## config.mk

```make
export PLATFORM = sky130hd
export DESIGN_NAME = bse_controller
export DESIGN_NICKNAME = d
export VERILOG_FILES = /design/src/sv/bse_pkg.sv /design/src/sv/bse_controller.sv
export SDC_FILE = /design/constraint.sdc
export NUM_CORES = 1
export LEC_CHECK = 0
export BUFFER_PORTS_ARGS = -buffer_cell sky130_fd_sc_hd__buf_2
export CAP_MARGIN = 40
export CORE_MARGIN = 1.5
export CORE_UTILIZATION = 56
export CTS_BUF_LIST = sky130_fd_sc_hd__clkbuf_4 sky130_fd_sc_hd__clkbuf_8
export CTS_CLUSTER_DIAMETER = 200
export DETAILED_ROUTE_END_ITERATION = 12
export GPL_ROUTABILITY_DRIVEN = 0
export PLACE_DENSITY = 0.87
export SKIP_LAST_GASP = 1
export SLEW_MARGIN = 15
export SYNTH_ARGS = -nofsm -noshare
export SYNTH_HDL_FRONTEND = slang
export SYNTH_SLANG_ARGS = --single-unit
```

## constraint.sdc

```tcl
create_clock -name clock -period 3.9 [get_ports clock]
set_input_delay 0 -clock clock [delete_from_list [all_inputs] [get_ports clock]]
set_output_delay 0 -clock clock [all_outputs]
set_load 0.05 [all_outputs]
```

## src/sv/bse_pkg.sv

```systemverilog
package bse_pkg;

   localparam int WORD_W      = 32;
   localparam int VALUE_W     = 31;
   localparam int TOKEN_W     = VALUE_W + 2 - 1;
   localparam int PROG_DEPTH  = 256;
   localparam int PROG_AW     = $clog2(PROG_DEPTH);
   localparam int LEN_W       = PROG_AW + 1;
   localparam int STACK_DEPTH = 256;
   localparam int STACK_AW    = $clog2(STACK_DEPTH);
   localparam int SENSOR_W    = 8;
   localparam int DIV_CNT_W   = $clog2(WORD_W) + 1;

   // opcode letters
   localparam logic [VALUE_W-1:0] OP_TICK = VALUE_W'(8'h61);
   localparam logic [VALUE_W-1:0] OP_PUT  = VALUE_W'(8'h62);
   localparam logic [VALUE_W-1:0] OP_DROP = VALUE_W'(8'h63);
   localparam logic [VALUE_W-1:0] OP_MUL  = VALUE_W'(8'h64);
   localparam logic [VALUE_W-1:0] OP_DIV  = VALUE_W'(8'h65);
   localparam logic [VALUE_W-1:0] OP_ADD  = VALUE_W'(8'h66);
   localparam logic [VALUE_W-1:0] OP_SUB  = VALUE_W'(8'h67);
   localparam logic [VALUE_W-1:0] OP_MOD  = VALUE_W'(8'h68);
   localparam logic [VALUE_W-1:0] OP_SHL  = VALUE_W'(8'h6a);
   localparam logic [VALUE_W-1:0] OP_SHR  = VALUE_W'(8'h6b);
   localparam logic [VALUE_W-1:0] OP_AND  = VALUE_W'(8'h6c);
   localparam logic [VALUE_W-1:0] OP_OR   = VALUE_W'(8'h6d);
   localparam logic [VALUE_W-1:0] OP_XOR  = VALUE_W'(8'h6e);
   localparam logic [VALUE_W-1:0] OP_NOT  = VALUE_W'(8'h6f);
   localparam logic [VALUE_W-1:0] OP_DUP  = VALUE_W'(8'h70);
   localparam logic [VALUE_W-1:0] OP_PICK = VALUE_W'(8'h71);
   localparam logic [VALUE_W-1:0] OP_SWAP = VALUE_W'(8'h72);
   localparam logic [VALUE_W-1:0] OP_LT   = VALUE_W'(8'h73);
   localparam logic [VALUE_W-1:0] OP_GT   = VALUE_W'(8'h74);
   localparam logic [VALUE_W-1:0] OP_EQ   = VALUE_W'(8'h75);
   localparam logic [VALUE_W-1:0] OP_AX   = VALUE_W'(8'h58);
   localparam logic [VALUE_W-1:0] OP_AY   = VALUE_W'(8'h59);
   localparam logic [VALUE_W-1:0] OP_AZ   = VALUE_W'(8'h5a);
   localparam logic [VALUE_W-1:0] OP_P1X  = VALUE_W'(8'h78);
   localparam logic [VALUE_W-1:0] OP_P1Y  = VALUE_W'(8'h79);
   localparam logic [VALUE_W-1:0] OP_P2X  = VALUE_W'(8'h76);
   localparam logic [VALUE_W-1:0] OP_P2Y  = VALUE_W'(8'h77);

   // request modes
   localparam logic [1:0] MODE_CLEAR  = 2'd0;
   localparam logic [1:0] MODE_APPEND = 2'd1;
   localparam logic [1:0] MODE_EVAL   = 2'd2;

   // token classes
   localparam logic [3:0] C_NOP  = 4'd0;
   localparam logic [3:0] C_LIT  = 4'd1;
   localparam logic [3:0] C_IN   = 4'd2;
   localparam logic [3:0] C_BIN  = 4'd3;
   localparam logic [3:0] C_DIV  = 4'd4;
   localparam logic [3:0] C_PUT  = 4'd5;
   localparam logic [3:0] C_DROP = 4'd6;
   localparam logic [3:0] C_NOT  = 4'd7;
   localparam logic [3:0] C_DUP  = 4'd8;
   localparam logic [3:0] C_PICK = 4'd9;
   localparam logic [3:0] C_SWAP = 4'd10;

   // stack write address select
   localparam logic [2:0] W_SP   = 3'd0;
   localparam logic [2:0] W_SPM1 = 3'd1;
   localparam logic [2:0] W_SPM2 = 3'd2;
   localparam logic [2:0] W_PUT  = 3'd3;
   localparam logic [2:0] W_CLR  = 3'd4;

   // stack write data select
   localparam logic [2:0] D_ZERO  = 3'd0;
   localparam logic [2:0] D_LIT   = 3'd1;
   localparam logic [2:0] D_IN    = 3'd2;
   localparam logic [2:0] D_ALU   = 3'd3;
   localparam logic [2:0] D_A     = 3'd4;
   localparam logic [2:0] D_B     = 3'd5;
   localparam logic [2:0] D_RDATA = 3'd6;

   // stack read address select
   localparam logic [1:0] R_SPM1 = 2'd0;
   localparam logic [1:0] R_SPM2 = 2'd1;
   localparam logic [1:0] R_PICK = 2'd2;

   // stack pointer update
   localparam logic [1:0] SP_HOLD = 2'd0;
   localparam logic [1:0] SP_INC  = 2'd1;
   localparam logic [1:0] SP_DEC  = 2'd2;

   typedef struct packed {
      logic       in_ld;
      logic       prog_clear;
      logic       prog_append;
      logic       pc_clr;
      logic       pc_inc;
      logic       tok_ld;
      logic       a_ld;
      logic       b_ld;
      logic       div_start;
      logic       out_ld;
      logic       clr_inc;
      logic       stk_we;
      logic [2:0] waddr_sel;
      logic [2:0] wdata_sel;
      logic [1:0] raddr_sel;
      logic [1:0] sp_op;
   } bse_cmd_type;

   typedef struct packed {
      logic       pc_end;
      logic [3:0] cls;
      logic       div_busy;
      logic       clr_done;
   } bse_status_type;

   function automatic logic [3:0] op_class(input logic is_op, input logic [VALUE_W-1:0] v);
      logic [3:0] c;
      c = C_NOP;
      if (!is_op) begin
         c = C_LIT;
      end else if (v == OP_TICK || v == OP_AX || v == OP_AY || v == OP_AZ
                   || v == OP_P1X || v == OP_P1Y || v == OP_P2X || v == OP_P2Y) begin
         c = C_IN;
      end else if (v == OP_MUL || v == OP_ADD || v == OP_SUB || v == OP_SHL
                   || v == OP_SHR || v == OP_AND || v == OP_OR || v == OP_XOR
                   || v == OP_LT || v == OP_GT || v == OP_EQ) begin
         c = C_BIN;
      end else if (v == OP_DIV || v == OP_MOD) begin
         c = C_DIV;
      end else if (v == OP_PUT) begin
         c = C_PUT;
      end else if (v == OP_DROP) begin
         c = C_DROP;
      end else if (v == OP_NOT) begin
         c = C_NOT;
      end else if (v == OP_DUP) begin
         c = C_DUP;
      end else if (v == OP_PICK) begin
         c = C_PICK;
      end else if (v == OP_SWAP) begin
         c = C_SWAP;
      end
      return c;
   endfunction

endpackage

```

## src/sv/bse_controller.sv

```systemverilog
module bse_controller (
   input  logic                    clock,
   input  logic                    reset,
   input  logic                    req_valid,
   output logic                    req_ready,
   input  logic [1:0]              req_mode,
   output logic                    rsp_valid,
   input  logic                    rsp_ready,
   output bse_pkg::bse_cmd_type    cmd,
   input  bse_pkg::bse_status_type status
);

   localparam logic [4:0] S_CLEAR    = 5'd0;
   localparam logic [4:0] S_IDLE     = 5'd1;
   localparam logic [4:0] S_FETCH    = 5'd2;
   localparam logic [4:0] S_DISPATCH = 5'd3;
   localparam logic [4:0] S_RDB      = 5'd4;
   localparam logic [4:0] S_EXEC     = 5'd5;
   localparam logic [4:0] S_DIVS     = 5'd6;
   localparam logic [4:0] S_DIVW     = 5'd7;
   localparam logic [4:0] S_WRBIN    = 5'd8;
   localparam logic [4:0] S_UCAP     = 5'd9;
   localparam logic [4:0] S_UNOT     = 5'd10;
   localparam logic [4:0] S_UDUP     = 5'd11;
   localparam logic [4:0] S_PICK     = 5'd12;
   localparam logic [4:0] S_PICKWR   = 5'd13;
   localparam logic [4:0] S_PUTWR    = 5'd14;
   localparam logic [4:0] S_SWAP1    = 5'd15;
   localparam logic [4:0] S_SWAP2    = 5'd16;
   localparam logic [4:0] S_FIN      = 5'd17;
   localparam logic [4:0] S_FINCAP   = 5'd18;

   logic [4:0] state_ff, state_in;
   logic [3:0] cls_ff, cls_in;
   logic       rsp_valid_ff, rsp_valid_in;
   logic       accept;

   assign req_ready = (state_ff == S_IDLE);
   assign accept    = req_valid && req_ready;

   always_comb begin
      state_in     = state_ff;
      cls_in       = cls_ff;
      rsp_valid_in = rsp_valid_ff && !rsp_ready;
      cmd          = '0;
      cmd.raddr_sel = bse_pkg::R_SPM1;
      unique case (state_ff)
         S_CLEAR: begin
            cmd.stk_we    = 1'b1;
            cmd.waddr_sel = bse_pkg::W_CLR;
            cmd.wdata_sel = bse_pkg::D_ZERO;
            cmd.clr_inc   = 1'b1;
            if (status.clr_done) begin
               state_in = S_IDLE;
            end
         end
         S_IDLE: begin
            if (accept) begin
               cmd.in_ld = 1'b1;
               unique case (req_mode)
                  bse_pkg::MODE_CLEAR:  cmd.prog_clear = 1'b1;
                  bse_pkg::MODE_APPEND: cmd.prog_append = 1'b1;
                  bse_pkg::MODE_EVAL: begin
                     cmd.pc_clr = 1'b1;
                     state_in   = S_FETCH;
                  end
                  default: ;
               endcase
            end
         end
         S_FETCH: begin
            state_in = status.pc_end ? S_FIN : S_DISPATCH;
         end
         S_DISPATCH: begin
            cmd.tok_ld = 1'b1;
            cmd.pc_inc = 1'b1;
            cls_in     = status.cls;
            state_in   = S_FETCH;
            unique case (status.cls)
               bse_pkg::C_LIT, bse_pkg::C_IN: begin
                  cmd.stk_we    = 1'b1;
                  cmd.waddr_sel = bse_pkg::W_SP;
                  cmd.wdata_sel = (status.cls == bse_pkg::C_LIT) ? bse_pkg::D_LIT
                                                                 : bse_pkg::D_IN;
                  cmd.sp_op     = bse_pkg::SP_INC;
               end
               bse_pkg::C_DROP: cmd.sp_op = bse_pkg::SP_DEC;
               bse_pkg::C_BIN, bse_pkg::C_DIV, bse_pkg::C_PUT, bse_pkg::C_SWAP:
                  state_in = S_RDB;
               bse_pkg::C_NOT, bse_pkg::C_DUP, bse_pkg::C_PICK:
                  state_in = S_UCAP;
               default: ;
            endcase
         end
         S_RDB: begin
            cmd.a_ld      = 1'b1;
            cmd.raddr_sel = bse_pkg::R_SPM2;
            state_in      = S_EXEC;
         end
         S_EXEC: begin
            cmd.b_ld = 1'b1;
            unique case (cls_ff)
               bse_pkg::C_DIV:  state_in = S_DIVS;
               bse_pkg::C_PUT:  state_in = S_PUTWR;
               bse_pkg::C_SWAP: state_in = S_SWAP1;
               default:         state_in = S_WRBIN;
            endcase
         end
         S_DIVS: begin
            cmd.div_start = 1'b1;
            state_in      = S_DIVW;
         end
         S_DIVW: begin
            if (!status.div_busy) begin
               state_in = S_WRBIN;
            end
         end
         S_WRBIN: begin
            cmd.stk_we    = 1'b1;
            cmd.waddr_sel = bse_pkg::W_SPM2;
            cmd.wdata_sel = bse_pkg::D_ALU;
            cmd.sp_op     = bse_pkg::SP_DEC;
            state_in      = S_FETCH;
         end
         S_UCAP: begin
            cmd.a_ld = 1'b1;
            unique case (cls_ff)
               bse_pkg::C_NOT: state_in = S_UNOT;
               bse_pkg::C_DUP: state_in = S_UDUP;
               default:        state_in = S_PICK;
            endcase
         end
         S_UNOT: begin
            cmd.stk_we    = 1'b1;
            cmd.waddr_sel = bse_pkg::W_SPM1;
            cmd.wdata_sel = bse_pkg::D_ALU;
            state_in      = S_FETCH;
         end
         S_UDUP: begin
            cmd.stk_we    = 1'b1;
            cmd.waddr_sel = bse_pkg::W_SP;
            cmd.wdata_sel = bse_pkg::D_A;
            cmd.sp_op     = bse_pkg::SP_INC;
            state_in      = S_FETCH;
         end
         S_PICK: begin
            cmd.raddr_sel = bse_pkg::R_PICK;
            state_in      = S_PICKWR;
         end
         S_PICKWR: begin
            cmd.stk_we    = 1'b1;
            cmd.waddr_sel = bse_pkg::W_SPM1;
            cmd.wdata_sel = bse_pkg::D_RDATA;
            state_in      = S_FETCH;
         end
         S_PUTWR: begin
            cmd.stk_we    = 1'b1;
            cmd.waddr_sel = bse_pkg::W_PUT;
            cmd.wdata_sel = bse_pkg::D_A;
            cmd.sp_op     = bse_pkg::SP_DEC;
            state_in      = S_FETCH;
         end
         S_SWAP1: begin
            cmd.stk_we    = 1'b1;
            cmd.waddr_sel = bse_pkg::W_SPM2;
            cmd.wdata_sel = bse_pkg::D_A;
            state_in      = S_SWAP2;
         end
         S_SWAP2: begin
            cmd.stk_we    = 1'b1;
            cmd.waddr_sel = bse_pkg::W_SPM1;
            cmd.wdata_sel = bse_pkg::D_B;
            state_in      = S_FETCH;
         end
         S_FIN: begin
            state_in = S_FINCAP;
         end
         S_FINCAP: begin
            if (!rsp_valid_ff || rsp_ready) begin
               cmd.out_ld   = 1'b1;
               rsp_valid_in = 1'b1;
               state_in     = S_IDLE;
            end
         end
         default: state_in = S_IDLE;
      endcase
   end

   always_ff @(posedge clock) begin
      if (reset) begin
         state_ff     <= S_CLEAR;
         rsp_valid_ff <= 1'b0;
      end else begin
         state_ff     <= state_in;
         rsp_valid_ff <= rsp_valid_in;
      end
      cls_ff <= cls_in;
   end

   assign rsp_valid = rsp_valid_ff;

endmodule

```

==> results.yml, run 1 <==
cts:
  cts-htree-levels: 1
  cts-root-buf: "clkbuf_4"
  clkLatencyLatePin_ps: 260
  clockBufferDepth: 2
  cts.sinks: 10
  clk_pin_slew_ps: 60
  postCtsSetupRepairBufs: 0
  cts_buffers: 3
  cts_tree: "yes"
critical_path:
  crit_buf_inv: 1
  crit_type: "reg2out"
  cp.arrival_ps: 2500
  required_ps: 3900
  crit_path_start_kind: "flop"
  reg2reg_slack_ps: 1760
  worstPathCellList: "nor2b_1 -> nand2_2 -> or3_1 -> a21o_1 -> o211ai_1 -> buf_2"
  cp-end-kind: "output port"
  cp_top_family: "flip-flops"
  slowest_stage: "dfxtp_1"
  crit_path_max_incr_delay_ps: 900
  crit_path_max_fanout: 30
detailed_routing:
  wl_per_cell_um: 14.3
  drt-initial-drc-count: 60
  wirelength_mm: 2.98
  via_per_inst: 6.11
  num_vias: 1276
  drtAntennaViolNets: 0
  firstDrtPassIters: 4
  drc: 0
synthesis:
  syn-num-nets: 167
  avgSynthCellArea_um2: 7.26
  synth_top_area_share_pct: 10.8
  yosysTopAreaCell: "dfxtp_1"
  synth-seq-cells: 10
  synth_ff_type: "dfxtp_1"
  netlist_top_cells_area: "dfxtp_1 11%, edfxtp_1 11%, a21oi_1 5.8%"
  yosysSeqAreaShare_pct: 21.5
  synth_warnings: 0
  synth_edf_count: 4
  netlist_area_mm2: 0.00112
  synth.distinct_cells: 51
  synth_common_cells: "15 x nand2_1, 13 x a21oi_1, 13 x nor2_1"
  synth_most_common_cell: "nand2_1"
  syn_inst: 154
  synth-async-reset-ratio_pct: 0
min_path:
  hold_path.class: "in2reg"
placed_design:
  dpl_cell_area_mm2: 0.00125
  dp_hpwl_mm: 2.15
  port_buffers: 36
layout:
  nets: 198
  antenna_cells: 0
  final_util_pct: 72.9
  fin_area_mm2: 0.00131
  drive_above_1_share_pct: 27.7
  syn_to_final_growth_pct: 17.6
timing:
  min_period_ps: 2500
  final.setup.tns_ps: 0
  period_share_pct: 64.0
  timing.hold.ws_ps: 22.5
  max_freq_ghz: 0.401
  skew_ps: 5.37
  tightest_slew_ps: 890
  grt_setup_unrepaired: "false"
  setup_viol: 0
  hold_viol: 0
  slew_violations: 0
  relSlewSlack_pct: 40.6
global_route:
  grt_pass1_wl_mm: 4.57
  grt_pass1_vias: 1048
  grt_max_degree: 31
  grt-ovfl-total: 0
  grt_util_all_layers_pct: 28.2
  grt_antenna_before_repair: 0
job:
  drv_cap: 0
die:
  fp.coreArea_mm2: 0.00180
  die_w_um: 47.7
  io_pins: 37
  start_util_pct: 62.0
  die_area_mm2: 0.00227
  row_count: 15
  die_h_um: 47.7
pwr:
  finalPower_w: 0.000356
  cellPowerDensity_mw_per_mm2: 271
  leakage_nw: 0.588
  ir_drop_mv: 0.201
outcome:
  status: "completed"
==> layer usage <==
metal | wire (um) | global-route usage [%] | vias to the layer above
met5 | 0 | 0 | -
met4 | 15 | 11.4 | 0
met3 | 214 | 3.77 | 2
met2 | 1460 | 44.9 | 69
met1 | 1290 | 38.6 | 589
li1 | - | - | 616
==> area by class of cell <==
class,instances,area [um2]
clock buffers,4,30.0
fillers,158,488
inverters,7,26.3
multi-input cells,124,776
flip-flops and latches,10,240
well taps,25,31.3
repair buffers,39,210
==> sequential cells by signal, summed over array words and instances (netlist names) <==
register and count:
cls_ff 4, state_ff 5, rsp_valid 1
==> per-stage QoR <==
stage               setup WS [ps]  instances
floorplan                     874        154
global placement             1830        202
detailed placement           1730        202
CTS                          1440        208
global route                 1230        209
finish                       1400        209
==> report_power, final <==
group          total [W]  internal [W]  leakage, nW  switching, W
Combinational   0.000150     0.0000464        0.485      0.000104
Sequential      0.000128      0.000112       0.0846     0.0000161
Clock          0.0000778     0.0000463       0.0184     0.0000315
==> cells by family (layout without fill, tap and decap cells) <==
group,after synthesis,count (layout),share of synthesized area (%)
AOI/OAI and AO/OA,45,45,27.5
xor gates and xnor gates,2,2,1.57
buffers and inverters,20,50,9.07
DFF,10,10,21.5
muxes,1,1,1.01
and+or+nand+nor,76,76,39.3
==> path summary, 6_finish.rpt <==
kind	startpoint	to	cells after the start
setup / recovery	state_ff[1]	cmd[10]	6
hold / removal	status[5]	cls_ff[3]	1
setup reg to reg	state_ff[1]	state_ff[1]	5
hold reg to reg	rsp_valid	rsp_valid	2
==> worst reg2reg max path, stage by stage, from the launching register on <==
cell and delay, ps:
dfxtp_1 900, nor2_1 210, nand2_2 130, o22ai_1 100, or4_1 550, o2bb2ai_1 140
==> cell usage in the layout (no fill, tap or decap), types with 2 or more instances in the layout <==
| cell type | n |
|---|---|
| dlygate4sd3_1 | 3 |
| clkbuf_4 | 4 |
| nor3b_1 | 5 |
| dfxtp_1 | 6 |
| edfxtp_1 | 4 |
| inv_1 | 7 |
| and4b_1 | 2 |
| a21oi_1 | 13 |
| a21o_1 | 3 |
| buf_2 | 36 |
| nand3_1 | 3 |
| o21bai_1 | 2 |
| xnor2_1 | 2 |
| nand3b_1 | 3 |
| o22ai_1 | 5 |
| o21ai_0 | 4 |
| a31oi_1 | 2 |
| nand2_2 | 2 |
| o2bb2ai_1 | 2 |
| and3_1 | 2 |
| o21a_1 | 2 |
| nor2b_1 | 7 |
| nor2_1 | 13 |
| nand2b_1 | 6 |
| nor3_1 | 8 |
| nand2_1 | 15 |
==> timing repair <==
item,in CTS,in global routing
gates resized for setup,0,0
hold buffers,2,1
hold endpoints to repair,2,2
Power figures use the tool's default switching activity.
==> run 2: changes to the inputs <==
--- a/config.mk
+++ b/config.mk
@@ -8,12 +8,12 @@
 export BUFFER_PORTS_ARGS = -buffer_cell sky130_fd_sc_hd__buf_2
 export CAP_MARGIN = 40
 export CORE_MARGIN = 1.5
-export CORE_UTILIZATION = 56
+export CORE_UTILIZATION = 47
 export CTS_BUF_LIST = sky130_fd_sc_hd__clkbuf_4 sky130_fd_sc_hd__clkbuf_8
 export CTS_CLUSTER_DIAMETER = 200
 export DETAILED_ROUTE_END_ITERATION = 12
 export GPL_ROUTABILITY_DRIVEN = 0
-export PLACE_DENSITY = 0.87
+export PLACE_DENSITY = 0.78
 export SKIP_LAST_GASP = 1
 export SLEW_MARGIN = 15
 export SYNTH_ARGS = -nofsm -noshare
==> constraint.sdc (replaced) <==
create_clock -name clock -period 2.1 [get_ports clock]
set_input_delay 0 -clock clock [delete_from_list [all_inputs] [get_ports clock]]
set_output_delay 0 -clock clock [all_outputs]
set_load 0.05 [all_outputs]
==> run 2 against run 1 <==
Compared with the run above: critical path depth stayed put; critical path type unchanged; cell count increased by 5.7%; clock power grew 120%; total power increased by 100%; non-clock buffer count up 9; sequential share of layout area down 1.2 points; highest routed layer unchanged; largest power group unchanged.
==> results.yml, run 2 (synthesized netlist as in run 1, its figures left out) <==
outcome:
  status: "completed"
critical_path:
  crit_type: "reg2out"
  required_ps: 2100
  crit_path_start_kind: "flop"
  r2r_cells: 5
  crit_path_max_fanout: 5
  cp.arrival_ps: 1960
  cp-end-kind: "output port"
detailed_routing:
  wl_per_cell_um: 13.8
  num_vias: 1304
  wirelength_mm: 3.06
  drtAntennaViolNets: 0
  via_per_inst: 5.90
  drc: 0
  drt-initial-drc-count: 44
  firstDrtPassIters: 4
placed_design:
  port_buffers: 36
  dp_hpwl_mm: 2.37
  dpl_cell_area_mm2: 0.00136
timing:
  skew_ps: 6.44
  max_freq_ghz: 0.510
  final.setup.tns_ps: 0
  hold_viol: 0
  period_share_pct: 93.4
  slew_violations: 0
  min_period_ps: 1960
  relSlewSlack_pct: 75.9
  tightest_slew_ps: 358
  grt_setup_unrepaired: "false"
  setup_viol: 0
global_route:
  grt_max_degree: 19
  grt_antenna_before_repair: 0
  grt_pass1_vias: 1069
  grt_util_all_layers_pct: 23.7
  grt_pass1_wl_mm: 4.87
  grt-ovfl-total: 0
cts:
  cts-root-buf: "clkbuf_4"
  cts_tree: "yes"
  clkLatencyLatePin_ps: 260
  cts_buffers: 3
  cts-htree-levels: 1
  cts.sinks: 10
  clockBufferDepth: 2
  clk_pin_slew_ps: 70
min_path:
  hold_path.class: "in2reg"
  holdPathStages: 1
layout:
  largest_reg_flops: 5
  layout_commonest_cell: "buf_2"
  area.sequential_um2: 245
  antenna_cells: 0
  largest-register: "state_ff"
  multi_input_area_um2: 806
  fin_area_mm2: 0.00143
  nets: 207
  most-common-layout-cells: "33 x buf_2, 15 x nand2_1, 13 x a21oi_1, 12 x nor2_1, 9 x buf_4"
  syn_to_final_growth_pct: 28.3
  fill_cells: 196
  drive_above_1_share_pct: 34.7
die:
  die_area_mm2: 0.00268
  start_util_pct: 50.0
  fp.coreArea_mm2: 0.00223
  die_h_um: 51.8
  row_count: 17
  die_w_um: 51.8
  io_pins: 37
pwr:
  cellPowerDensity_mw_per_mm2: 507
  leakage_nw: 0.650
  ir_drop_mv: 0.381
job:
  drv_cap: 0
==> run 2: cell count changes in the layout (fill, tap and decap cells not counted), moves of 2 or more <==
cell      change
buf_4         +9
buf_2         -3
dfxtp_1       -4
dfxtp_2       +4
clkbuf_4      +2
==> run 2: final cells by class <==
class	count	area share, %
flip-flops and latches	10	17.1
well taps	28	2.44
clock buffers	4	2.53
multi-input cells	124	56.2
inverters	7	1.83
repair buffers	48	19.9
==> run 2: final timing paths <==
kind / from / end / slack [ps]
worst min register to register: rsp_valid / rsp_valid / 530
worst max-delay path: state_ff[0] / cmd[10] / 140
worst min-delay path: status[5] / cls_ff[3] / 20
worst max register to register: cls_ff[1] / state_ff[1] / 290
==> run 2: through the flow <==
step	power, W	instances	hold WS (ps)	utilization (%)	setup WS, ps
5_1_grt	0.000771	221	16.7	64.2	39.1
3_3_place_gp	0.000544	214	251	60.7	297
3_5_place_dp	0.000549	214	264	60.7	301
2_1_floorplan	0.000459	154	62.8	-	23.7
4_1_cts	0.000727	221	5.96	63.6	40.1
6_report	0.000726	221	18.3	64.2	139
==> run 2: report_power, final <==
group	internal, W	switching, W	leakage (nW)
sequential	0.000208	0.0000108	0.0867
clock	0.000105	0.0000637	0.0210
combinational	0.000109	0.000229	0.542
total	0.000423	0.000304	0.650
==> run 2: worst max-delay path: stages (launching register included) <==
cell      delay [ps]
dfxtp_1          420
nor3b_2          280
nand2_2          120
or3_1            370
a21o_1           190
o211ai_1          80
clkbuf_4         250
==> run 2: metal layers <==
metal | GRT usage, % | wire (um) | vias to the layer above
met5 | 0 | 0 | -
met4 | 7.89 | 41 | 0
met3 | 2.87 | 170 | 7
met2 | 38.7 | 1470 | 59
met1 | 32.4 | 1370 | 596
li1 | - | - | 642
==> run 2: timing repair <==
item                                    CTS  global route
setup buffers                             0             0
hold buffers                              3             0
resized for setup                         0             7
hold endpoints to repair                  5             0
endpoints found under the setup margin    0             5
==> run 3: changes to the inputs <==
--- a/config.mk
+++ b/config.mk
@@ -5,9 +5,10 @@
 export SDC_FILE = /design/constraint.sdc
 export NUM_CORES = 1
 export LEC_CHECK = 0
+export ABC_CLOCK_PERIOD_IN_PS = 2100
 export BUFFER_PORTS_ARGS = -buffer_cell sky130_fd_sc_hd__buf_2
 export CAP_MARGIN = 40
-export CORE_MARGIN = 1.5
+export CORE_MARGIN = 1
 export CORE_UTILIZATION = 47
 export CTS_BUF_LIST = sky130_fd_sc_hd__clkbuf_4 sky130_fd_sc_hd__clkbuf_8
 export CTS_CLUSTER_DIAMETER = 200
==> run 3 against run 2 <==
Compared with the run above: die area is 3.8% lower; critical path type unchanged; routed wire length is 3.7% higher; first-iteration DRC count is 25% higher; critical endpoint is now cmd[0]; largest power group unchanged.
==> results.yml, run 3 (synthesized netlist as in run 1, its figures left out) <==
detailed_routing:
  dr_wl_met2_mm: 1.54
  wl_met1_mm: 1.35
  routed.top_layer: "met4"
  firstDrtPassIters: 4
  drt-initial-drc-count: 55
  wl_met3_um: 222
  wl_per_cell_um: 14.3
  via_per_inst: 5.82
  num_vias: 1287
  drc: 0
  drtAntennaViolNets: 0
  wirelength_mm: 3.17
critical_path:
  cp_top_family: "simple AND/OR/NAND/NOR gates"
  crit_path_max_incr_delay_ps: 360
  crit_path_frequent_cell: "buf_4"
  crit_buf_inv: 2
  slowest_stage: "dfxtp_2"
  required_ps: 2100
  cp.arrival_ps: 1990
  r2r_cells: 5
  timing.rr.end: "state_ff[1]"
  crit_path_max_fanout: 9
  r2r_start: "cls_ff[1]"
  cp-end-kind: "output port"
  crit_type: "reg2out"
  crit_path_start_kind: "flop"
  worstPathCellList: "buf_4 -> nor3b_4 -> nand2_2 -> or3_4 -> a21o_1 -> o21ai_0 -> buf_4"
  reg2reg_slack_ps: 270
  crit_path_start: "state_ff[3]"
layout:
  largest-register: "state_ff"
  fin_cells: 221
  largest_reg_flops: 5
  syn_to_final_growth_pct: 28.8
  final_util_pct: 64.4
  nets: 207
  antenna_cells: 0
  drive_above_1_share_pct: 35.2
  most-common-layout-cells: "34 x buf_2, 15 x nand2_1, 13 x a21oi_1, 12 x nor2_1, 12 x buf_4"
  layout_commonest_cell: "buf_2"
min_path:
  holdPathStages: 1
  holdCritStartpoint: "status[4]"
  hold_path.class: "in2reg"
  whs_endpoint: "cls_ff[2]"
placed_design:
  dp_hpwl_mm: 2.46
  port_buffers: 36
  place_inst: 215
die:
  io_pins: 37
  row_count: 17
  fp.coreArea_mm2: 0.00223
  start_util_pct: 50.0
  die_w_um: 50.8
  die_h_um: 50.8
  die_area_mm2: 0.00258
cts:
  cts-root-buf: "clkbuf_4"
  cts.sinks: 10
  cts-htree-levels: 1
  cts_buffers: 3
  cts_tree: "yes"
  clkLatencyLatePin_ps: 260
  clk_pin_slew_ps: 60
  clockBufferDepth: 2
pwr:
  ir_drop_mv: 0.296
  leakage_nw: 0.653
  cellPowerDensity_mw_per_mm2: 509
timing:
  final.setup.tns_ps: 0
  min_period_ps: 1990
  max_freq_ghz: 0.503
  period_share_pct: 94.6
  grt_setup_unrepaired: "false"
  slew_violations: 0
  setup_viol: 0
  relSlewSlack_pct: 74.9
  tightest_slew_ps: 376
  timing.hold.ws_ps: 5.31
  hold_viol: 0
  skew_ps: 0.483
global_route:
  grt-ovfl-total: 0
  grt_antenna_before_repair: 0
  grt_util_all_layers_pct: 26.9
  grt_max_degree: 18
  grt_pass1_wl_mm: 5.28
  grt_pass1_vias: 1168
job:
  drv_cap: 0
outcome:
  status: "completed"
[run 3: changes by cell type in the layout (fill, tap and decap cells not counted)]
cell,change
buf_2,+1
or3_4,+1
dfxtp_2,-1
dlygate4sd3_1,-1
nor3b_2,-1
or3_1,-1
dfxtp_1,+1
buf_4,+3
clkbuf_4,-3
nor3b_4,+1
[run 3: per-stage QoR]
| step | worst slack, ps | cell area [um2] | total power [W] |
|---|---|---|---|
| floorplan | 23.7 | 1150 | 0.000459 |
| global route | 23.1 | 1440 | 0.000768 |
| global placement | 333 | 1360 | 0.000541 |
| finish | 113 | 1440 | 0.000732 |
| CTS | 39.8 | 1420 | 0.000728 |
| detailed placement | 283 | 1360 | 0.000549 |
[run 3: worst reg2reg max path, cell delays in order, from the launching register on]
cell and delay (ps):
edfxtp_1 450, and4b_1 230, a21o_1 170, o41a_1 320, or4_1 400, o2bb2ai_1 140
[run 3: how the worst max path moves through the flow]
stage / to / slack (ps) / cells past startpoint
4_1_cts: cmd[10] / 40 / 7
3_3_place_gp: state_ff[1] / 330 / 5
6_report: cmd[0] / 110 / 7
3_5_place_dp: cmd[10] / 280 / 7
5_1_grt: cmd[10] / 20 / 7
2_1_floorplan: cmd[6] / 20 / 5
[run 3: cell type report]
class / count / area, um2
Clock buffer: 4 / 36.3
Fill cell: 197 / 795
Inverter: 7 / 26.3
Multi-Input combinational cell: 124 / 817
Sequential cell: 10 / 244
Tap cell: 28 / 35.0
Timing Repair Buffer: 48 / 280
[run 3: power breakdown]
part / internal, W / switching (W) / leakage [nW] / total (W)
Clock: 0.000105 / 0.0000673 / 0.0210 / 0.000173
Combinational: 0.000112 / 0.000225 / 0.546 / 0.000337
Sequential: 0.000209 / 0.0000134 / 0.0859 / 0.000223
[run 3: per-layer routing]
| layer | vias up | track usage (%) |
|---|---|---|
| met3 | 9 | 3.64 |
| met5 | - | 0 |
| met4 | 0 | 12.0 |
| met1 | 581 | 35.2 |
| li1 | 635 | - |
| met2 | 62 | 43.8 |
[run 3: what timing repair did]
action	4_1_cts	5_1_grt
endpoints found under the setup margin	2	6
buffers inserted	0	0
hold buffers	2	0
endpoints found under the hold margin	5	0
gates resized for setup	2	5
